### src/rtl/core/drf_pkg.sv
// package for the des round function unit: field widths, permutation tables and s-boxes
package drf_pkg;

	localparam int unsigned HALF_W = 32;
	localparam int unsigned KEY_W  = 48;
	localparam int unsigned IN_W   = HALF_W + KEY_W;

	typedef logic [HALF_W-1:0] half_t;
	typedef logic [KEY_W-1:0]  key_t;

	// expansion table, des bit numbers (1 = msb)
	localparam logic [5:0] EXP_TAB [0:47] = '{
		6'd32, 6'd1,  6'd2,  6'd3,  6'd4,  6'd5,  6'd4,  6'd5,  6'd6,  6'd7,  6'd8,  6'd9,
		6'd8,  6'd9,  6'd10, 6'd11, 6'd12, 6'd13, 6'd12, 6'd13, 6'd14, 6'd15, 6'd16, 6'd17,
		6'd16, 6'd17, 6'd18, 6'd19, 6'd20, 6'd21, 6'd20, 6'd21, 6'd22, 6'd23, 6'd24, 6'd25,
		6'd24, 6'd25, 6'd26, 6'd27, 6'd28, 6'd29, 6'd28, 6'd29, 6'd30, 6'd31, 6'd32, 6'd1
	};

	// output permutation table, des bit numbers (1 = msb)
	localparam logic [5:0] PERM_TAB [0:31] = '{
		6'd16, 6'd7,  6'd20, 6'd21, 6'd29, 6'd12, 6'd28, 6'd17,
		6'd1,  6'd15, 6'd23, 6'd26, 6'd5,  6'd18, 6'd31, 6'd10,
		6'd2,  6'd8,  6'd24, 6'd14, 6'd32, 6'd27, 6'd3,  6'd9,
		6'd19, 6'd13, 6'd30, 6'd6,  6'd22, 6'd11, 6'd4,  6'd25
	};

	// s-boxes, indexed by row * 16 + column
	localparam logic [3:0] SBOX_TAB [0:7][0:63] = '{
		'{4'd14,4'd4,4'd13,4'd1,4'd2,4'd15,4'd11,4'd8,4'd3,4'd10,4'd6,4'd12,4'd5,4'd9,4'd0,4'd7,
		  4'd0,4'd15,4'd7,4'd4,4'd14,4'd2,4'd13,4'd1,4'd10,4'd6,4'd12,4'd11,4'd9,4'd5,4'd3,4'd8,
		  4'd4,4'd1,4'd14,4'd8,4'd13,4'd6,4'd2,4'd11,4'd15,4'd12,4'd9,4'd7,4'd3,4'd10,4'd5,4'd0,
		  4'd15,4'd12,4'd8,4'd2,4'd4,4'd9,4'd1,4'd7,4'd5,4'd11,4'd3,4'd14,4'd10,4'd0,4'd6,4'd13},
		'{4'd15,4'd1,4'd8,4'd14,4'd6,4'd11,4'd3,4'd4,4'd9,4'd7,4'd2,4'd13,4'd12,4'd0,4'd5,4'd10,
		  4'd3,4'd13,4'd4,4'd7,4'd15,4'd2,4'd8,4'd14,4'd12,4'd0,4'd1,4'd10,4'd6,4'd9,4'd11,4'd5,
		  4'd0,4'd14,4'd7,4'd11,4'd10,4'd4,4'd13,4'd1,4'd5,4'd8,4'd12,4'd6,4'd9,4'd3,4'd2,4'd15,
		  4'd13,4'd8,4'd10,4'd1,4'd3,4'd15,4'd4,4'd2,4'd11,4'd6,4'd7,4'd12,4'd0,4'd5,4'd14,4'd9},
		'{4'd10,4'd0,4'd9,4'd14,4'd6,4'd3,4'd15,4'd5,4'd1,4'd13,4'd12,4'd7,4'd11,4'd4,4'd2,4'd8,
		  4'd13,4'd7,4'd0,4'd9,4'd3,4'd4,4'd6,4'd10,4'd2,4'd8,4'd5,4'd14,4'd12,4'd11,4'd15,4'd1,
		  4'd13,4'd6,4'd4,4'd9,4'd8,4'd15,4'd3,4'd0,4'd11,4'd1,4'd2,4'd12,4'd5,4'd10,4'd14,4'd7,
		  4'd1,4'd10,4'd13,4'd0,4'd6,4'd9,4'd8,4'd7,4'd4,4'd15,4'd14,4'd3,4'd11,4'd5,4'd2,4'd12},
		'{4'd7,4'd13,4'd14,4'd3,4'd0,4'd6,4'd9,4'd10,4'd1,4'd2,4'd8,4'd5,4'd11,4'd12,4'd4,4'd15,
		  4'd13,4'd8,4'd11,4'd5,4'd6,4'd15,4'd0,4'd3,4'd4,4'd7,4'd2,4'd12,4'd1,4'd10,4'd14,4'd9,
		  4'd10,4'd6,4'd9,4'd0,4'd12,4'd11,4'd7,4'd13,4'd15,4'd1,4'd3,4'd14,4'd5,4'd2,4'd8,4'd4,
		  4'd3,4'd15,4'd0,4'd6,4'd10,4'd1,4'd13,4'd8,4'd9,4'd4,4'd5,4'd11,4'd12,4'd7,4'd2,4'd14},
		'{4'd2,4'd12,4'd4,4'd1,4'd7,4'd10,4'd11,4'd6,4'd8,4'd5,4'd3,4'd15,4'd13,4'd0,4'd14,4'd9,
		  4'd14,4'd11,4'd2,4'd12,4'd4,4'd7,4'd13,4'd1,4'd5,4'd0,4'd15,4'd10,4'd3,4'd9,4'd8,4'd6,
		  4'd4,4'd2,4'd1,4'd11,4'd10,4'd13,4'd7,4'd8,4'd15,4'd9,4'd12,4'd5,4'd6,4'd3,4'd0,4'd14,
		  4'd11,4'd8,4'd12,4'd7,4'd1,4'd14,4'd2,4'd13,4'd6,4'd15,4'd0,4'd9,4'd10,4'd4,4'd5,4'd3},
		'{4'd12,4'd1,4'd10,4'd15,4'd9,4'd2,4'd6,4'd8,4'd0,4'd13,4'd3,4'd4,4'd14,4'd7,4'd5,4'd11,
		  4'd10,4'd15,4'd4,4'd2,4'd7,4'd12,4'd9,4'd5,4'd6,4'd1,4'd13,4'd14,4'd0,4'd11,4'd3,4'd8,
		  4'd9,4'd14,4'd15,4'd5,4'd2,4'd8,4'd12,4'd3,4'd7,4'd0,4'd4,4'd10,4'd1,4'd13,4'd11,4'd6,
		  4'd4,4'd3,4'd2,4'd12,4'd9,4'd5,4'd15,4'd10,4'd11,4'd14,4'd1,4'd7,4'd6,4'd0,4'd8,4'd13},
		'{4'd4,4'd11,4'd2,4'd14,4'd15,4'd0,4'd8,4'd13,4'd3,4'd12,4'd9,4'd7,4'd5,4'd10,4'd6,4'd1,
		  4'd13,4'd0,4'd11,4'd7,4'd4,4'd9,4'd1,4'd10,4'd14,4'd3,4'd5,4'd12,4'd2,4'd15,4'd8,4'd6,
		  4'd1,4'd4,4'd11,4'd13,4'd12,4'd3,4'd7,4'd14,4'd10,4'd15,4'd6,4'd8,4'd0,4'd5,4'd9,4'd2,
		  4'd6,4'd11,4'd13,4'd8,4'd1,4'd4,4'd10,4'd7,4'd9,4'd5,4'd0,4'd15,4'd14,4'd2,4'd3,4'd12},
		'{4'd13,4'd2,4'd8,4'd4,4'd6,4'd15,4'd11,4'd1,4'd10,4'd9,4'd3,4'd14,4'd5,4'd0,4'd12,4'd7,
		  4'd1,4'd15,4'd13,4'd8,4'd10,4'd3,4'd7,4'd4,4'd12,4'd5,4'd6,4'd11,4'd0,4'd14,4'd9,4'd2,
		  4'd7,4'd11,4'd4,4'd1,4'd9,4'd12,4'd14,4'd2,4'd0,4'd6,4'd10,4'd13,4'd15,4'd3,4'd5,4'd8,
		  4'd2,4'd1,4'd14,4'd7,4'd4,4'd10,4'd8,4'd13,4'd15,4'd12,4'd9,4'd0,4'd3,4'd5,4'd6,4'd11}
	};

	// e expansion: 32 bits to 48, msb first
	function automatic key_t expand(input half_t r);
		key_t       x;
		logic [5:0] pos;
		x = '0;
		for (int i = 0; i < 48; i++) begin
			pos = 6'd32 - EXP_TAB[i];
			x[47 - i] = r[pos[4:0]];
		end
		return x;
	endfunction

	// eight s-box lookups, group 0 from the top six bits
	function automatic half_t substitute(input key_t x);
		half_t      s;
		logic [5:0] g;
		for (int i = 0; i < 8; i++) begin
			g = x[42 - 6*i +: 6];
			s[28 - 4*i +: 4] = SBOX_TAB[i][{g[5], g[0], g[4:1]}];
		end
		return s;
	endfunction

	// p permutation, msb first
	function automatic half_t permute(input half_t s);
		half_t      p;
		logic [5:0] pos;
		for (int i = 0; i < 32; i++) begin
			pos = 6'd32 - PERM_TAB[i];
			p[31 - i] = s[pos[4:0]];
		end
		return p;
	endfunction

endpackage

### src/rtl/core/des_round_function_unit.sv
// des feistel round function f: input register, expansion/s-box/permutation, result register
//
//  channel | dir | handshake          | tdata (lsb first)
//  --------+-----+--------------------+--------------------------------------------
//  s_*     | in  | s_tvalid/s_tready  | right_half [31:0], round_key [79:32]
//  m_*     | out | m_tvalid/m_tready  | f_result [31:0]
//
// one item per cycle unless m_tready stalls; m_tvalid rises once the item moves to stage 2
// the expansion, s-box and p logic between the input and result registers sets the path
// arst_n clears both stage valids; data registers keep no reset
// a stalled result holds in the output register while one more item may wait in the input stage
// s_tready drops only when both stages are full and m_tready is low
module des_round_function_unit (
	input  logic        clk,
	input  logic        arst_n,
	input  logic        s_tvalid,
	output logic        s_tready,
	input  logic [79:0] s_tdata,   // right_half [31:0], round_key [79:32]
	output logic        m_tvalid,
	input  logic        m_tready,
	output logic [31:0] m_tdata    // f_result [31:0]
);

	logic            valid_s1;
	drf_pkg::half_t  right_half_s1;
	drf_pkg::key_t   round_key_s1;
	logic            valid_s2;
	drf_pkg::half_t  f_result_s2;
	logic            advance;
	drf_pkg::half_t  f_comb;

	// stage 1 moves on when the result register is empty or being drained
	assign advance  = !valid_s2 || m_tready;
	assign s_tready = !valid_s1 || advance;

	// round function on the registered item
	assign f_comb = drf_pkg::permute(drf_pkg::substitute(
		drf_pkg::expand(right_half_s1) ^ round_key_s1));

	always_ff @(posedge clk or negedge arst_n) begin
		if (!arst_n) begin
			valid_s1 <= 1'b0;
			valid_s2 <= 1'b0;
		end else begin
			if (s_tready) begin
				valid_s1 <= s_tvalid;
			end
			if (advance) begin
				valid_s2 <= valid_s1;
			end
		end
	end

	// payload registers
	always_ff @(posedge clk) begin
		if (s_tready && s_tvalid) begin
			right_half_s1 <= s_tdata[31:0];
			round_key_s1  <= s_tdata[79:32];
		end
		if (advance && valid_s1) begin
			f_result_s2 <= f_comb;
		end
	end

	assign m_tvalid = valid_s2;
	assign m_tdata  = f_result_s2;

	// an empty input stage always takes an item
	a_ready_when_empty: assert property (@(posedge clk) disable iff (!arst_n)
		!valid_s1 |-> s_tready)
		else $error("input stage empty but not ready");

	// a moving item shows up as a result in the next cycle
	a_result_follows: assert property (@(posedge clk) disable iff (!arst_n)
		(valid_s1 && advance) |=> m_tvalid)
		else $error("item lost between stages");

	// a blocked item keeps its operands
	a_s1_holds: assert property (@(posedge clk) disable iff (!arst_n)
		(valid_s1 && !advance) |=> (valid_s1 && $stable(right_half_s1)
			&& $stable(round_key_s1)))
		else $error("input stage changed while blocked");

	// the result register takes the round function of the item that moved
	a_result_value: assert property (@(posedge clk) disable iff (!arst_n)
		(valid_s1 && advance) |=> (m_tdata == $past(f_comb)))
		else $error("result register mismatch");

endmodule

### config.mk
export PLATFORM = sky130hd
export DESIGN_NAME = des_round_function_unit
export DESIGN_NICKNAME = d
export VERILOG_FILES = /design/src/rtl/core/drf_pkg.sv /design/src/rtl/core/des_round_function_unit.sv
export SDC_FILE = /design/constraint.sdc
export NUM_CORES = 1
export LEC_CHECK = 0
export ABC_CLOCK_PERIOD_IN_PS = 3800
export BUFFER_PORTS_ARGS = -buffer_cell sky130_fd_sc_hd__buf_2
export CAP_MARGIN = 20
export CORE_MARGIN = 2
export CORE_UTILIZATION = 30
export DETAILED_ROUTE_END_ITERATION = 12
export GPL_TIMING_DRIVEN = 0
export SLEW_MARGIN = 5
export SYNTH_ARGS = -nofsm -noshare
export SYNTH_HDL_FRONTEND = slang
export SYNTH_SLANG_ARGS = --single-unit
export TNS_END_PERCENT = 10
### constraint.sdc
create_clock -name clk -period 3.8 [get_ports clk]
set_input_delay 0.76 -clock clk [delete_from_list [all_inputs] [get_ports clk]]
set_output_delay 0.76 -clock clk [all_outputs]
set_load 0.005 [all_outputs]
==> results.toml <==
[floorplan]
ioPinCount = 118
die_h_um = 173
core_um2 = 28000
die-area_um2 = 30000
die_x_um = 173
initial_utilization_pct = 30.6
rows = 61

[synth]
syn_inst = 814
synthMuxAreaShare_pct = 8.46
yosys-top-cells-area = "edfxtp_1, ha_1, xnor2_1"
synth_ff_type = "edfxtp_1"
netlist_area_um2 = 8580
synth_adder_area_share_pct = 9.04
ys.warnings.count = 0
syn_area_per_cell_um2 = 10.5
synth_top_family_by_area = "compound AO/OA/AOI/OAI gates"
synth-xor-area-share_pct = 11.5
yosysSeqAreaShare_pct = 39.8
synth_top_cell_area_share_pct = 39.2
ys_types = 60
synth-edff-count = 112
synth_fp_nets = 960
synth-simple-area-share_pct = 10.6
synth-async-reset-ratio_pct = 1.75
synth_top_area_cell = "edfxtp_1"
synth_compound_area_share_pct = 17.3
synth-seq-cells = 114

[setup_path]
worstPathArrival_ns = 3.04
crit_family = "XOR/XNOR gates"
crit_slowest_cell = "xor2_1"
slowest_delay_ns = 0.67
critPathLaunchType = "flip-flop"
path_cells = "xor2_1, inv_1, buf_2, ha_1, mux4_2, and3_1, a31oi_1, o211ai_1"
worstSetupEndpointType = "flip-flop"
worst-path-max-fanout = 13
cp.buffers_inverters = 2
cp.required_ns = 3.95
worstSetupPathType = "reg2reg"

[drt]
vias = 6972
first_pass_iters = 5
drt-total-wl_um = 20800
wl_per_cell_um = 15.4
viasPerCell = 5.19
drt_iter0_drc = 774
drc = 0
ant_nets = 0

[final_layout]
final_cell_mix = "buf_2, edfxtp_1, nand2_1, ha_1, nor2_1"
syn_to_final_growth_pct = 20.6
fin_util_pct = 36.9
num-nets-final = 1098
instances_no_fill = 1344
stdcell_area_um2 = 10300
layout_commonest_cell = "buf_2"
drive_gt1_share_pct = 21.7

[global_route]
antenna_found_initial = 2
grt_max_degree = 51
grt_usage_pct = 14.0
grt_pass1_vias = 6482
overflow = 0
grt_pass1_wl_um = 33900

[power_and_ir_drop]
leakage_uw = 0.00399
power_density_nw_per_um2 = 479
peakVddDrop_mv = 0.270

[cts]
cts_buffers = 17
cts_resized = 0
hold_buffers = 0
cts_buffer_depth = 2
post_cts.repair.setup_buffers = 0
clk_latency_ns = 0.43
clkSlewWorstSetupHoldPaths_ns = 0.05
cts_tree = "built"
htreeDepth = 4
cts_root_buf = "clkbuf_16"
cts.sinks = 114

[timing]
finalHoldViolations = 0
period_needed_ns = 2.89
tns_ns = 0
fin_skew_ns = 0.0144
setup_viol = 0
fmax_mhz = 347
drv_slew = 0
tightest_slew_ns = 0.927
min_period_over_period_pct = 75.9
grt_setup_unrepaired = "false"
max_slew_margin_pct = 37.7
whs_ns = 0.116

[placement]
dp_hpwl_um = 14900
place_congestion = 0.907
place_inst = 1311
port_buffers = 117
placed_area_um2 = 9700

[run_status]
outcome = "finished clean"

[flow_run]
drv_cap = 0

[min_path]
min_path_type = "in2async"
-- metal layers --
| layer | part of all wire, % | GRT usage, % |
|---|---|---|
| met5 | 0 | 0 |
| met4 | 2.3 | 6.18 |
| met3 | 5.3 | 2.57 |
| met2 | 47 | 21.8 |
| met1 | 45 | 18.9 |
-- worst reg2reg max path, delay by kind of cell, from the launching register on --
kind                     cells  cell delay, ns
AO/OA/AOI/OAI                2            0.29
flip-flops                   1            0.41
multiplexers                 1            0.46
buffers and inverters        2            0.36
adder cells (fa/ha/maj)      1            0.24
XOR/XNOR                     1            0.67
AND/OR/NAND/NOR              1            0.20
-- stage by stage --
| stage | setup slack [ns] | power [uW] |
|---|---|---|
| after CTS | 0.936 | 4990 |
| after floorplan | 0.552 | 2730 |
| after global placement | -0.408 | 3110 |
| after detailed placement | 0.945 | 3130 |
| after global routing | 0.595 | 5250 |
| final | 0.914 | 4950 |
-- Yosys cell counts (21+ instances only) --
cell type,count
a211oi_1,21
a21oi_1,33
clkbuf_1,22
edfxtp_1,112
ha_1,62
inv_1,27
mux2i_1,26
nand2_1,82
nand3_1,26
nor2_1,59
nor3_1,21
o211ai_1,28
o21ai_0,30
xnor2_1,47
xor2_1,34
-- sequential cells by signal, indices dropped and copies added (netlist names) --
signal	flops
valid_s1	1
m_tvalid	1
right_half_s1	32
round_key_s1	48
m_tdata	32
-- final timing paths --
path	to	cells after the start	slack, ns	start
worst max-delay path	m_tdata[15]	8	0.91	right_half_s1[28]
max in group asynchronous	m_tvalid	1	3.59	arst_n
worst min register to register	m_tvalid	1	0.48	valid_s1
worst max register to register	m_tdata[15]	8	0.91	right_half_s1[28]
min in group clk	m_tvalid	1	0.48	valid_s1
worst min-delay path	valid_s1	1	0.12	arst_n
-- report_power, final --
part	total, uW	internal, uW	switching, uW
Clock	1830	1220	613
Combinational	1510	630	880
Sequential	1610	1550	61.5
-- cell families (layout without fill, tap and decap cells) --
kind of cell	count (synthesis)	in the layout
buffers and inverters	71	221
AND/OR/NAND/NOR	210	210
multiplexers	48	48
adder cells (fa/ha/maj)	62	62
flip-flops	114	114
AO/OA/AOI/OAI	211	211
XOR/XNOR	98	98
other	0	2
-- area by class of cell --
class                   instances  area (um^2)
diodes                          2         5.00
fillers                      2759        17700
inverters                      33          124
multi-input cells             629         4880
well taps                     378          473
clock buffers                  19          433
plain buffers                  38          165
flip-flops and latches        114         3410
clock inverters                12          213
repair buffers                119          641
Power figures use the tool's default switching activity.
